--- src/rtl/core/assert_macros.svh ---
// ------------------------------------------------------------------------
// assertion macros
// shared concurrent assertion forms, clocked on clk, disabled in reset
// ------------------------------------------------------------------------
`ifndef ASSERT_MACROS_SVH
`define ASSERT_MACROS_SVH

// condition holds at every edge
`define LFD_ASSERT(lbl, cond, msg) \
  lbl: assert property (@(posedge clk) disable iff (!rst_n) (cond)) else $error(msg);

// consequent holds in the cycle after antecedent
`define LFD_ASSERT_NEXT(lbl, ante, cons, msg) \
  lbl: assert property (@(posedge clk) disable iff (!rst_n) (ante) |=> (cons)) else $error(msg);

`endif

--- src/rtl/core/lfd_pkg.sv ---
// ------------------------------------------------------------------------
// lfd_pkg
// types, register indexes and crc helper for the link frame deframer
// ------------------------------------------------------------------------
package lfd_pkg;

  localparam int CFG_IDX_W = 3;

  localparam logic [CFG_IDX_W-1:0] REG_FRAME_SIGN   = 3'd0;
  localparam logic [CFG_IDX_W-1:0] REG_CRC_POLY     = 3'd1;
  localparam logic [CFG_IDX_W-1:0] REG_START_REQ    = 3'd2;
  localparam logic [CFG_IDX_W-1:0] REG_START_ANS    = 3'd3;
  localparam logic [CFG_IDX_W-1:0] REG_CODE_REPEAT  = 3'd4;
  localparam logic [CFG_IDX_W-1:0] REG_CODE_ACK     = 3'd5;
  localparam logic [CFG_IDX_W-1:0] REG_CODE_INVALID = 3'd6;

  localparam logic [7:0] CRC_INIT = 8'hff;

  localparam logic [8:0] POS_TYPE   = 9'd1;
  localparam logic [8:0] POS_SOURCE = 9'd2;
  localparam logic [8:0] POS_TARGET = 9'd3;
  localparam logic [8:0] POS_TX     = 9'd4;
  localparam logic [8:0] POS_RX     = 9'd5;
  localparam logic [8:0] POS_HCRC   = 9'd6;
  localparam logic [8:0] POS_LEN    = 9'd7;
  localparam logic [8:0] POS_DATA   = 9'd8;

  typedef struct packed {
    logic [7:0] frame_sign;
    logic [7:0] crc_poly;
    logic [7:0] start_req;
    logic [7:0] start_ans;
    logic [7:0] code_repeat;
    logic [7:0] code_ack;
    logic [7:0] code_invalid;
  } cfg_t;

  typedef struct packed {
    logic       result_kind;
    logic [7:0] frame_type;
    logic [7:0] source_id;
    logic [7:0] target_id;
    logic [7:0] tx_count;
    logic [7:0] rx_count;
    logic [7:0] payload_len;
    logic [7:0] payload_byte;
    logic [7:0] payload_index;
    logic       payload_ok;
  } res_t;

  function automatic logic [7:0] crc8_step(input logic [7:0] crc, input logic [7:0] b,
                                           input logic [7:0] poly);
    logic [7:0] v;
    v = crc ^ b;
    for (int i = 0; i < 8; i++) begin
      if (v[7]) begin
        v = {v[6:0], 1'b0} ^ poly;
      end else begin
        v = {v[6:0], 1'b0};
      end
    end
    return v;
  endfunction

endpackage

--- src/rtl/core/link_frame_deframer.sv ---
// crc update and parsing are combinational; results are then registered
// throughput: one byte per cycle while no result waits in the skid entry
// a two-entry output buffer lets a byte be taken while one result waits
// reset: synchronous active low; restores register defaults, hunts for sign
// ------------------------------------------------------------------------
// link_frame_deframer
// receive-side deframer: sign hunt, header parse, header and payload crc
// ------------------------------------------------------------------------
`include "assert_macros.svh"

module link_frame_deframer (
  input  logic                          clk,
  input  logic                          rst_n,
  input  logic                          in_valid,
  output logic                          in_ready,
  input  logic [7:0]                    in_rx_byte,
  output logic                          out_valid,
  input  logic                          out_ready,
  output logic                          out_result_kind,
  output logic [7:0]                    out_frame_type,
  output logic [7:0]                    out_source_id,
  output logic [7:0]                    out_target_id,
  output logic [7:0]                    out_tx_count,
  output logic [7:0]                    out_rx_count,
  output logic [7:0]                    out_payload_len,
  output logic [7:0]                    out_payload_byte,
  output logic [7:0]                    out_payload_index,
  output logic                          out_payload_ok,
  input  logic                          cfg_valid,
  output logic                          cfg_ready,
  input  logic [lfd_pkg::CFG_IDX_W-1:0] cfg_index,
  input  logic [7:0]                    cfg_data
);
  import lfd_pkg::*;

  cfg_t cfg_r;
  res_t res;
  res_t main_r, skid_r;
  logic main_valid_r, skid_valid_r;
  logic step, res_valid, pop;

  assign cfg_ready = 1'b1;
  assign in_ready  = !skid_valid_r;
  assign step      = in_valid && in_ready;
  assign pop       = main_valid_r && out_ready;

  always_ff @(posedge clk) begin
    if (!rst_n) begin
      cfg_r.frame_sign   <= 8'd173;
      cfg_r.crc_poly     <= 8'd7;
      cfg_r.start_req    <= 8'd0;
      cfg_r.start_ans    <= 8'd1;
      cfg_r.code_repeat  <= 8'd3;
      cfg_r.code_ack     <= 8'd4;
      cfg_r.code_invalid <= 8'd255;
    end else if (cfg_valid) begin
      unique case (cfg_index)
        REG_FRAME_SIGN:   cfg_r.frame_sign   <= cfg_data;
        REG_CRC_POLY:     cfg_r.crc_poly     <= cfg_data;
        REG_START_REQ:    cfg_r.start_req    <= cfg_data;
        REG_START_ANS:    cfg_r.start_ans    <= cfg_data;
        REG_CODE_REPEAT:  cfg_r.code_repeat  <= cfg_data;
        REG_CODE_ACK:     cfg_r.code_ack     <= cfg_data;
        REG_CODE_INVALID: cfg_r.code_invalid <= cfg_data;
        default: begin
        end
      endcase
    end
  end

  lfd_parser u_parser (
    .clk       (clk),
    .rst_n     (rst_n),
    .cfg       (cfg_r),
    .step      (step),
    .rx_byte   (in_rx_byte),
    .res_valid (res_valid),
    .res       (res)
  );

  always_ff @(posedge clk) begin
    if (!rst_n) begin
      main_valid_r <= 1'b0;
      skid_valid_r <= 1'b0;
    end else if (skid_valid_r) begin
      if (pop) begin
        skid_valid_r <= 1'b0;
      end
    end else if (!main_valid_r || pop) begin
      main_valid_r <= res_valid;
    end else if (res_valid) begin
      skid_valid_r <= 1'b1;
    end
  end

  always_ff @(posedge clk) begin
    if (skid_valid_r) begin
      if (pop) begin
        main_r <= skid_r;
      end
    end else if (!main_valid_r || pop) begin
      if (res_valid) begin
        main_r <= res;
      end
    end else if (res_valid) begin
      skid_r <= res;
    end
  end

  assign out_valid         = main_valid_r;
  assign out_result_kind   = main_r.result_kind;
  assign out_frame_type    = main_r.frame_type;
  assign out_source_id     = main_r.source_id;
  assign out_target_id     = main_r.target_id;
  assign out_tx_count      = main_r.tx_count;
  assign out_rx_count      = main_r.rx_count;
  assign out_payload_len   = main_r.payload_len;
  assign out_payload_byte  = main_r.payload_byte;
  assign out_payload_index = main_r.payload_index;
  assign out_payload_ok    = main_r.payload_ok;

  `LFD_ASSERT(a_skid_behind_main, !skid_valid_r || main_valid_r, "skid full with main empty")
  `LFD_ASSERT_NEXT(a_skid_holds, skid_valid_r && !out_ready, skid_valid_r, "skid word lost")
  `LFD_ASSERT_NEXT(a_stall_fills_skid, res_valid && main_valid_r && !out_ready, skid_valid_r, "result dropped on stall")
  `LFD_ASSERT(a_byte_not_ok, !out_valid || out_result_kind || !out_payload_ok, "payload word flagged ok")

endmodule

--- src/rtl/core/lfd_parser.sv ---
// ------------------------------------------------------------------------
// lfd_parser
// frame header and payload parser with header and payload crc checks
// ------------------------------------------------------------------------
module lfd_parser (
  input  logic          clk,
  input  logic          rst_n,
  input  lfd_pkg::cfg_t cfg,
  input  logic          step,
  input  logic [7:0]    rx_byte,
  output logic          res_valid,
  output lfd_pkg::res_t res
);
  import lfd_pkg::*;

  logic       in_frame_r, in_frame_nxt;
  logic [8:0] pos_r, pos_nxt;
  logic [7:0] crc_r, crc_nxt;
  logic [7:0] type_r, type_nxt;
  logic [7:0] src_r, src_nxt;
  logic [7:0] tgt_r, tgt_nxt;
  logic [7:0] txc_r, txc_nxt;
  logic [7:0] rxc_r, rxc_nxt;
  logic [7:0] len_r, len_nxt;

  logic [7:0] crc_upd, crc_fresh;
  logic       is_start;
  logic       emit;
  logic       kind;
  logic [7:0] out_type;
  logic [7:0] pbyte;
  logic [7:0] pidx;
  logic       ok;
  logic [8:0] end_pos;

  assign crc_upd   = crc8_step(crc_r, rx_byte, cfg.crc_poly);
  assign crc_fresh = crc8_step(CRC_INIT, rx_byte, cfg.crc_poly);
  assign is_start  = (type_r == cfg.start_req) || (type_r == cfg.start_ans);
  assign end_pos   = {1'b0, len_r} + POS_DATA;

  always_comb begin
    in_frame_nxt = in_frame_r;
    pos_nxt      = pos_r;
    crc_nxt      = crc_r;
    type_nxt     = type_r;
    src_nxt      = src_r;
    tgt_nxt      = tgt_r;
    txc_nxt      = txc_r;
    rxc_nxt      = rxc_r;
    len_nxt      = len_r;
    emit         = 1'b0;
    kind         = 1'b1;
    out_type     = type_r;
    pbyte        = 8'd0;
    pidx         = 8'd0;
    ok           = 1'b1;
    if (!in_frame_r) begin
      if (rx_byte == cfg.frame_sign) begin
        in_frame_nxt = 1'b1;
        pos_nxt      = POS_TYPE;
        crc_nxt      = crc_fresh;
        type_nxt     = cfg.code_invalid;
        txc_nxt      = 8'd0;
        rxc_nxt      = 8'd0;
        len_nxt      = 8'd0;
      end
    end else if (pos_r == POS_TYPE) begin
      crc_nxt  = crc_upd;
      type_nxt = rx_byte;
      if (rx_byte == cfg.code_invalid) begin
        in_frame_nxt = 1'b0;
      end else begin
        pos_nxt = POS_SOURCE;
      end
    end else if (pos_r <= POS_TARGET) begin
      crc_nxt = crc_upd;
      if (pos_r == POS_SOURCE) begin
        src_nxt = rx_byte;
      end else begin
        tgt_nxt = rx_byte;
      end
      pos_nxt = pos_r + 9'd1;
    end else if (is_start) begin
      in_frame_nxt = 1'b0;
      emit         = (crc_r == rx_byte);
    end else if (pos_r == POS_TX) begin
      txc_nxt = rx_byte;
      crc_nxt = crc_upd;
      pos_nxt = POS_RX;
    end else if (type_r == cfg.code_repeat) begin
      in_frame_nxt = 1'b0;
      emit         = (crc_r == rx_byte);
    end else if (pos_r == POS_RX) begin
      rxc_nxt = rx_byte;
      crc_nxt = crc_upd;
      pos_nxt = POS_HCRC;
    end else if (pos_r == POS_HCRC) begin
      if (crc_r != rx_byte) begin
        in_frame_nxt = 1'b0;
      end else if (type_r == cfg.code_ack) begin
        in_frame_nxt = 1'b0;
        emit         = 1'b1;
      end else begin
        pos_nxt = POS_LEN;
      end
    end else if (pos_r == POS_LEN) begin
      len_nxt = rx_byte;
      if (rx_byte == 8'd0) begin
        in_frame_nxt = 1'b0;
        emit         = 1'b1;
        out_type     = cfg.code_ack;
      end else begin
        crc_nxt = crc_fresh;
        pos_nxt = POS_DATA;
      end
    end else if (pos_r >= end_pos) begin
      in_frame_nxt = 1'b0;
      emit         = 1'b1;
      ok           = (crc_r == rx_byte);
      out_type     = ok ? type_r : cfg.code_ack;
    end else begin
      crc_nxt  = crc_upd;
      pos_nxt  = pos_r + 9'd1;
      emit     = 1'b1;
      kind     = 1'b0;
      ok       = 1'b0;
      pbyte    = rx_byte;
      pidx     = pos_r[7:0] - POS_DATA[7:0];
    end
  end

  assign res_valid         = step && emit;
  assign res.result_kind   = kind;
  assign res.frame_type    = out_type;
  assign res.source_id     = src_nxt;
  assign res.target_id     = tgt_nxt;
  assign res.tx_count      = txc_nxt;
  assign res.rx_count      = rxc_nxt;
  assign res.payload_len   = len_nxt;
  assign res.payload_byte  = pbyte;
  assign res.payload_index = pidx;
  assign res.payload_ok    = ok;

  always_ff @(posedge clk) begin
    if (!rst_n) begin
      in_frame_r <= 1'b0;
      pos_r      <= 9'd0;
      crc_r      <= 8'd0;
      type_r     <= 8'd0;
      src_r      <= 8'd0;
      tgt_r      <= 8'd0;
      txc_r      <= 8'd0;
      rxc_r      <= 8'd0;
      len_r      <= 8'd0;
    end else if (step) begin
      in_frame_r <= in_frame_nxt;
      pos_r      <= pos_nxt;
      crc_r      <= crc_nxt;
      type_r     <= type_nxt;
      src_r      <= src_nxt;
      tgt_r      <= tgt_nxt;
      txc_r      <= txc_nxt;
      rxc_r      <= rxc_nxt;
      len_r      <= len_nxt;
    end
  end

endmodule
--- config.mk ---
export PLATFORM = sky130hd
export DESIGN_NAME = link_frame_deframer
export DESIGN_NICKNAME = d
export VERILOG_FILES = /design/src/rtl/core/lfd_pkg.sv /design/src/rtl/core/link_frame_deframer.sv /design/src/rtl/core/lfd_parser.sv
export VERILOG_INCLUDE_DIRS = /design/src /design/src/rtl/core
export SDC_FILE = /design/constraint.sdc
export NUM_CORES = 1
export LEC_CHECK = 0
export BUFFER_PORTS_ARGS = -buffer_cell sky130_fd_sc_hd__buf_2
export CAP_MARGIN = 5
export CORE_MARGIN = 2
export CORE_UTILIZATION = 30
export CTS_CLUSTER_SIZE = 12
export DETAILED_ROUTE_END_ITERATION = 16
export HOLD_SLACK_MARGIN = 0.12
export MAX_ROUTING_LAYER = met4
export PLACE_DENSITY = 0.53
export SLEW_MARGIN = 20
export SYNTH_ARGS = -nofsm -noshare
export SYNTH_HDL_FRONTEND = slang
export SYNTH_SLANG_ARGS = --single-unit
--- constraint.sdc ---
create_clock -name clk -period 6.9 [get_ports clk]
set_input_delay 1.035 -clock clk [delete_from_list [all_inputs] [get_ports clk]]
set_output_delay 1.035 -clock clk [all_outputs]
set_load 0.005 [all_outputs]
==> flow_summary.ini, run 1 <==
[place]
place_hpwl_um = 29300
dp_cells = 2291
io_buffers = 91
routabilityCongestion = 0.901

[sta]
finalSetupTns_ps = 0
fin_skew_ps = 23.5
final.period_utilization_pct = 75.0
grt_setup_unrepaired = false
period_needed_ps = 5170
setup-violations-final = 0
worst_pin_slew_ps = 1110
timing.hold.ws_ps = 467
hold_viol = 0
fmax_mhz = 193
slew_violations = 0
slew_headroom_pct = 26.2

[cts]
postCtsHoldBufs = 0
post_cts_resized = 0
cts-root-buf = clkbuf_16
cts_buffers = 27
path_clk_slew_ps = 70
cts_max_level = 1
cts_setup_buffers = 0
cts_tree = built
cts.sinks = 256
clk_latency_ps = 550
clockBufferDepth = 3

[detailed_routing]
vias = 12131
drcViolationCount = 0
drtIter0Drc = 910
via_per_inst = 5.18
wl_per_cell_um = 18.3
routed_wl_um = 42900
drt-pass1-iter-count = 5
drtAntennaViolNets = 0

[outcome]
outcome = finished clean

[setup_path]
crit_end = u_parser.crc_r[3]
worst_setup_path_end_kind = register
required_ps = 7390
cp-startpoint = cfg_r[46]
r2r_cells = 13
reg2reg_from = cfg_r[46]
startpoint_type = register
worstReg2RegEnd = u_parser.crc_r[3]
r2r_slack_ps = 1730
critPathMaxFanout = 19
crit_type = register to register
worstPathArrival_ps = 5660

[yosys]
ys.flop_type = edfxtp_1
synth_cells = 1625
synth_nets = 1666
synth_top_area_cell = edfxtp_1
synth_top_area_share_pct = 26.6
synth_area_um2 = 14900
yosysSeqAreaShare_pct = 43.3
async_reset_ff_share_pct = 0
synth-seq-cells = 256
synth_edf_count = 132
ys_types = 87
ys_top_cells_by_area = edfxtp_1 27%, dfxtp_1 17%, nand2_1 6.5%
yosysWarnings = 0
synth_area_per_cell_um2 = 9.17

[power]
max-vdd-ir-drop_uv = 117
power_density_nw_per_um2 = 203
clockPowerShare_pct = 39.7
p_sw_uw = 865
switching_share_pct = 25.5
p_leak_nw = 6.29
p_int_mw = 2.53
p_comb_share_pct = 12.6
sequentialPowerShare_pct = 47.6

[final_layout]
largest_reg_flops = 66
layout-drive-gt1-share_pct = 15.1
final_cell_mix = 257 x nand2_1, 135 x nor2_1, 132 x edfxtp_1
area_delta_synth_final_pct = 12.3
fillers = 4972
reg_top3 = skid_r x66, cfg_r x56, u_parser.pos_r x9
finalNonFillerCells = 2342
largest-register = skid_r
layout_commonest_cell = nand2_1
final_nets = 1697

[worst_hold_path]
hold_path.class = register to register

[global_routing]
grt_max_degree = 96
grt_antenna_before_repair = 2
grt_usage_pct = 17.0
overflow = 0
grt_pass1_wl_um = 67300
grt_pass1_vias = 11689

[floorplan]
fp-row-count = 81
die_w_um = 227
dieArea_um2 = 51500
die_y_um = 227
core_area_um2 = 49000
start_util_pct = 30.4
io_pins = 93

[job]
cap_violations = 0
-- synth_stat cells (4+ instances only) --
library cell  count
a211oi_1         22
a21o_1           15
a21oi_1          89
a22o_1           14
a22oi_1          29
a311oi_1          6
a31oi_1          16
a32oi_1           4
and2_1            8
and3_1           20
buf_1            11
buf_2            14
buf_4             5
clkbuf_1         81
dfxtp_1         124
edfxtp_1        132
ha_1             17
inv_1            30
mux2_2           64
mux2i_1          16
nand2_1         257
nand2b_1         13
nand3_1          48
nand4_1          20
nand4b_1          4
nor2_1          135
nor2b_1          12
nor3_1           38
nor3b_1           4
nor4_1           21
o211ai_1         13
o21ai_0          64
o21ai_1           8
o22ai_1          11
o311ai_1          4
o31ai_1          21
or2_2             4
or3_1             6
or4_1             4
xnor2_1          88
xnor2_2           4
xnor3_1           9
xor2_1           52
-- critical path, cell delays in order, from the launching register on --
cell	delay, ps
dfxtp_1	820
inv_1	600
a2111oi_2	590
o31ai_1	250
and3_1	240
o311ai_1	490
and3_1	330
o22ai_1	110
or4b_1	550
xnor3_2	270
a221oi_1	270
o311ai_0	170
or3_1	340
o21ai_2	60
-- worst min-delay path by stage --
stage,cells after the start,slack (ps),endpoint,startpoint
after floorplan,2,450,cfg_r[25],cfg_r[25]
after global placement,2,450,cfg_r[20],cfg_r[20]
after detailed placement,2,460,cfg_r[19],cfg_r[19]
after CTS,2,470,cfg_r[54],cfg_r[54]
after global routing,2,480,cfg_r[19],cfg_r[19]
final,2,470,cfg_r[23],cfg_r[23]
-- routing by layer --
layer  vias to the layer above  track usage (%)  share of wire, %
met5                         -                -                 0
met4                         0             5.39               2.8
met3                        74             1.80               4.3
met2                       294             28.4                49
met1                      5874             21.5                44
li1                       5889                -                 -
-- kinds of logic after synthesis --
group | Yosys count | share of synthesized area (%)
xor gates and xnor gates | 158 | 10.7
muxes | 80 | 5.91
other | 1 | 0.0252
and+or+nand+nor | 609 | 18.7
AOI/OAI and AO/OA | 356 | 15.9
adders and majority gates | 17 | 1.43
buffers and inverters | 148 | 4.12
DFF | 256 | 43.3
-- power by group through the flow --
stage	registers, mW	clock network (mW)	logic, mW
2_1_floorplan	1.64	0	0.327
3_3_place_gp	1.65	0	0.421
3_5_place_dp	1.65	0	0.424
4_1_cts	1.62	1.38	0.427
5_1_grt	1.62	1.44	0.472
6_report	1.62	1.35	0.429
-- area by class of cell --
cell class,count,area [um^2],area share (%)
antenna,2,5.00,0.0299
clock buffer,43,767,4.59
clock inverter,6,35.0,0.209
inverter,34,128,0.763
multi-input combinational,1221,7860,47.0
sequential,256,6450,38.6
tap,664,831,4.97
timing repair buffer,116,656,3.92
-- through the flow --
step	setup slack [ps]	power (mW)	utilization (%)	instance area, um^2
after floorplan	325	1.97	-	14900
after global placement	1430	2.07	32.5	15900
after detailed placement	1410	2.07	32.5	15900
after CTS	1830	3.43	34.2	16700
after global routing	1400	3.53	34.2	16700
final	1730	3.40	34.2	16700
Note: power is estimated with default switching activity, not from simulation.
==> run 2, diff against run 1 <==
ABC_AREA = 1   (was default)
clock period = 4.5 ns   (was 6.9 ns; I/O delays follow)
==> flow_summary.ini, run 2 <==
[outcome]
outcome = finished clean

[worst_hold_path]
hold_path.class = primary input to register

[detailed_routing]
wl_per_cell_um = 16.1
drcViolationCount = 0
drtAntennaViolNets = 0
drt-pass1-iter-count = 5
routed_wl_um = 43100
drtIter0Drc = 955
vias = 12954
via_per_inst = 4.85

[yosys]
yosysMostFrequentCell = nand2_1
synth-seq-cells = 256
ys.flop_type = edfxtp_1
synth_cells = 1976
synth_top_family_by_area = simple AND/OR/NAND/NOR gates
synth_area_per_cell_um2 = 7.42
yosysSeqAreaShare_pct = 44.0
synthAdderAreaFrac_pct = 1.45
synth_top_area_share_pct = 27.1
synth_area_um2 = 14700
synth_compound_gate_area_share_pct = 11.6
synth_nets = 2017
synthTopCellsByCount = 582 x nand2_1, 198 x nor2_1, 191 x inv_1
synth_mux_area_share_pct = 0
synthXorXnorAreaFrac_pct = 5.18
yosysWarnings = 0
yosys.area_share.simple_pct = 29.2
async_reset_ff_share_pct = 0
synth_edf_count = 132
ys_top_cells_by_area = edfxtp_1 27%, dfxtp_1 17%, nand2_1 15%
synth_top_area_cell = edfxtp_1
ys_types = 56

[setup_path]
critPathMaxFanout = 16
crit_type = register to register
worstPathArrival_ps = 4090
startpoint_type = register
required_ps = 4840
worst_setup_path_end_kind = register

[place]
dp_cells = 2615
routabilityCongestion = 0.893
io_buffers = 91
place_worst_setup_slack_ps = 319
placed_area_um2 = 15700
place_hpwl_um = 29900

[sta]
hold_viol = 0
period_needed_ps = 3760
final.period_utilization_pct = 83.5
grt_setup_unrepaired = false
setup-violations-final = 0
slew_headroom_pct = 28.1
fin_skew_ps = 26.3
worst_pin_slew_ps = 1080
timing.hold.ws_ps = 468
finalSetupTns_ps = 0
fin_ws_ps = 742
slew_violations = 0
fmax_mhz = 266

[power]
p_total_mw = 5.58
max-vdd-ir-drop_uv = 242
p_leak_nw = 7.09
power_density_nw_per_um2 = 335

[global_routing]
grt_pass1_vias = 12227
overflow = 0
grt_pass1_wl_um = 68200
grt_antenna_before_repair = 2
grt_usage_pct = 17.3
grt_max_degree = 70

[cts]
cts-root-buf = clkbuf_16
clk_latency_ps = 590
post_cts_resized = 0
postCtsHoldBufs = 0
cts_tree = built
clockBufferDepth = 3
path_clk_slew_ps = 60
cts_buffers = 30
cts.sinks = 256
cts_setup_buffers = 0
cts_max_level = 1

[final_layout]
final_nets = 2073
seq_area_um2 = 6450
largest_reg_flops = 66
area_delta_synth_final_pct = 13.6
finalNonFillerCells = 2672
reg_top3 = skid_r x66, cfg_r x56, u_parser.pos_r x9
final_util_pct = 34.7
largest-register = skid_r
fillers = 4998
layout-drive-gt1-share_pct = 11.7
stdcell_area_um2 = 16600
layout_commonest_cell = nand2_1
multiInputGateArea_um2 = 6970
final_cell_mix = 582 x nand2_1, 196 x nor2_1, 190 x inv_1

[job]
cap_violations = 0

[floorplan]
fp-row-count = 80
dieArea_um2 = 50600
start_util_pct = 30.6
io_pins = 93
die_w_um = 225
die_y_um = 225
core_area_um2 = 47900
-- run 2: cell types whose count changed after synthesis, moves of 25 or more --
cell,change
nor2_1,+63
nor3_1,-25
mux2_2,-64
o21ai_0,+96
nand3_1,+73
inv_1,+161
nand2_1,+325
a22oi_1,-25
xnor2_1,-45
-- run 2: kinds of logic after synthesis --
| logic type | Yosys count |
|---|---|
| DFF | 256 |
| adders and majority gates | 17 |
| buffers and inverters | 306 |
| AOI/OAI and AO/OA | 310 |
| and+or+nand+nor | 1001 |
| xor gates and xnor gates | 85 |
| other | 1 |
-- run 2: report_power, final --
group	internal, mW	total [mW]	switching [mW]
Clock	1.38	2.37	0.989
Sequential	2.46	2.48	0.0207
Combinational	0.230	0.729	0.499
-- run 2: layer usage --
metal / track usage, % / vias to the layer above / share of wire, %
met4: 3.52 / 0 / 1.5
met2: 27.8 / 320 / 46
met1: 23.5 / 6052 / 47
met3: 2.35 / 49 / 5.2
li1: - / 6533 / -
met5: - / - / 0
-- run 2: worst max-delay path, cell delays in order, from the launching register on --
cell	delay, ps
dfxtp_1	360
nor2_1	150
nand3_1	250
nor2_1	160
inv_1	70
nor2_1	350
inv_1	260
nor2_1	240
nand3_1	100
inv_1	160
nand4_1	540
o21ai_0	400
o21ai_0	270
nand2_1	130
nand2_1	50
-- run 2: path summary, 6_finish.rpt --
path | cells after the start | from | slack, ps | to
max | 14 | u_parser.pos_r[5] | 740 | out_payload_len[6]
max reg2reg | 14 | u_parser.pos_r[5] | 740 | out_payload_len[6]
min reg2reg | 2 | u_parser.txc_r[1] | 470 | u_parser.txc_r[1]
min | 2 | rst_n | 470 | cfg_r[41]
-- run 2: cell type report --
| cell class | count | area share, % |
|---|---|---|
| antenna | 2 | 0.0301 |
| multi-input combinational | 1414 | 41.9 |
| timing repair buffer | 121 | 4.24 |
| clock buffer | 41 | 4.88 |
| clock inverter | 14 | 0.902 |
| tap | 615 | 4.62 |
| sequential | 256 | 38.7 |
| inverter | 209 | 4.73 |
==> run 3, diff against run 2 <==
PLACE_DENSITY = 0.51   (was 0.53)
clock period = 3.6 ns   (was 4.5 ns; I/O delays follow)
==> flow_summary.ini, run 3 (synthesis results as in run 2) <==
[place]
routabilityCongestion = 0.878
placed_area_um2 = 15900
io_buffers = 91
place_hpwl_um = 30900

[detailed_routing]
drtAntennaViolNets = 0
drt-pass1-iter-count = 5
via_per_inst = 4.82
wl_per_cell_um = 16.1
drcViolationCount = 0
drtIter0Drc = 915
vias = 13017
routed_wl_um = 43500

[cts]
post_cts_resized = 0
path_clk_slew_ps = 70
postCtsHoldBufs = 0
cts-root-buf = clkbuf_16
cts_buffers = 29
cts_max_level = 1
cts_setup_buffers = 0
clk_latency_ps = 580
clockBufferDepth = 3
cts_tree = built
cts.sinks = 256

[setup_path]
critPathMaxFanout = 11
startpoint_type = register
crit_type = register to register
required_ps = 4070
worst_setup_path_end_kind = register
worstPathArrival_ps = 3670
r2r_slack_ps = 400

[final_layout]
stdcell_area_um2 = 16900
reg_top3 = skid_r x66, cfg_r x56, u_parser.pos_r x9
area_delta_synth_final_pct = 15.2
final_nets = 2105
layout_commonest_cell = nand2_1
antenna_cells = 0
largest-register = skid_r
final_util_pct = 35.2
final_cell_mix = 582 x nand2_1, 196 x nor2_1, 190 x inv_1
largest_reg_flops = 66
layout-drive-gt1-share_pct = 13.1

[sta]
fin_skew_ps = 22.2
grt_setup_unrepaired = false
finalSetupTns_ps = 0
timing.hold.ws_ps = 348
slew_headroom_pct = 25.9
worst_pin_slew_ps = 1110
slew_violations = 0
setup-violations-final = 0
final.period_utilization_pct = 88.8
fmax_mhz = 313
period_needed_ps = 3200
hold_viol = 0

[power]
p_total_mw = 6.96
power_density_nw_per_um2 = 412
p_leak_nw = 7.24
max-vdd-ir-drop_uv = 342

[floorplan]
die_w_um = 225
die_y_um = 225
io_pins = 93
fp-row-count = 80
start_util_pct = 30.6
core_area_um2 = 47900
dieArea_um2 = 50600

[global_routing]
overflow = 0
grt_pass1_vias = 12400
grt_antenna_before_repair = 0
grt_pass1_wl_um = 68400
grt_usage_pct = 17.5
grt_max_degree = 70

[outcome]
outcome = finished clean

[worst_hold_path]
hold_path.class = primary input to register

[job]
cap_violations = 0
## run 3: cell types whose count changed in the layout (fill, tap and decap cells not counted), sizes merged
cell and delta:
clkbuf -2, buf +33, clkinv -1, clkinvlp +1, inv +1, diode -2
## run 3: worst max-delay path, stage by stage, from the launching register on
cell and delay, ps:
dfxtp_1 430, ha_1 230, nand3_1 100, xor2_1 140, inv_1 60, ha_1 310
nand2_1 80, o21ai_0 90, a21oi_1 130, o211ai_1 120, buf_4 180, o211a_1 200
nor3_1 130, nand2_1 280, inv_1 260, nand4_1 130, xor2_1 160, nor2_1 50
## run 3: final cells by class
| type | instances | area (um^2) |
|---|---|---|
| repair buffers | 154 | 966 |
| well taps | 615 | 769 |
| fillers | 5010 | 31100 |
| multi-input cells | 1414 | 6970 |
| clock inverters | 15 | 143 |
| clock buffers | 39 | 793 |
| inverters | 209 | 787 |
| flip-flops and latches | 256 | 6450 |
## run 3: power by group
part           internal [mW]  total, mW  switching, mW
clock network           1.69       2.92           1.23
logic                  0.305      0.930          0.625
registers               3.08       3.11         0.0268
## run 3: per-layer routing
metal | up-vias | GRT usage (%) | routed length (um)
met4 | 0 | 3.91 | 860
met5 | - | - | 0
met2 | 266 | 28.6 | 20200
met3 | 59 | 1.83 | 1890
met1 | 6103 | 23.3 | 20500
li1 | 6589 | - | -
## run 3: worst paths after layout
check,startpoint,to,cells past startpoint
worst max-delay path,u_parser.len_r[3],u_parser.pos_r[8],17
worst min-delay path,cfg_data[2],cfg_r[2],3
worst max register to register,u_parser.len_r[3],u_parser.pos_r[8],17
worst min register to register,u_parser.txc_r[3],u_parser.txc_r[3],2
## run 3: per-stage QoR
stage,cells,setup slack (ps)
2_1_floorplan,1976,123
3_3_place_gp,2648,119
3_5_place_dp,2648,51.9
4_1_cts,2702,402
5_1_grt,2702,11.1
6_report,2702,404
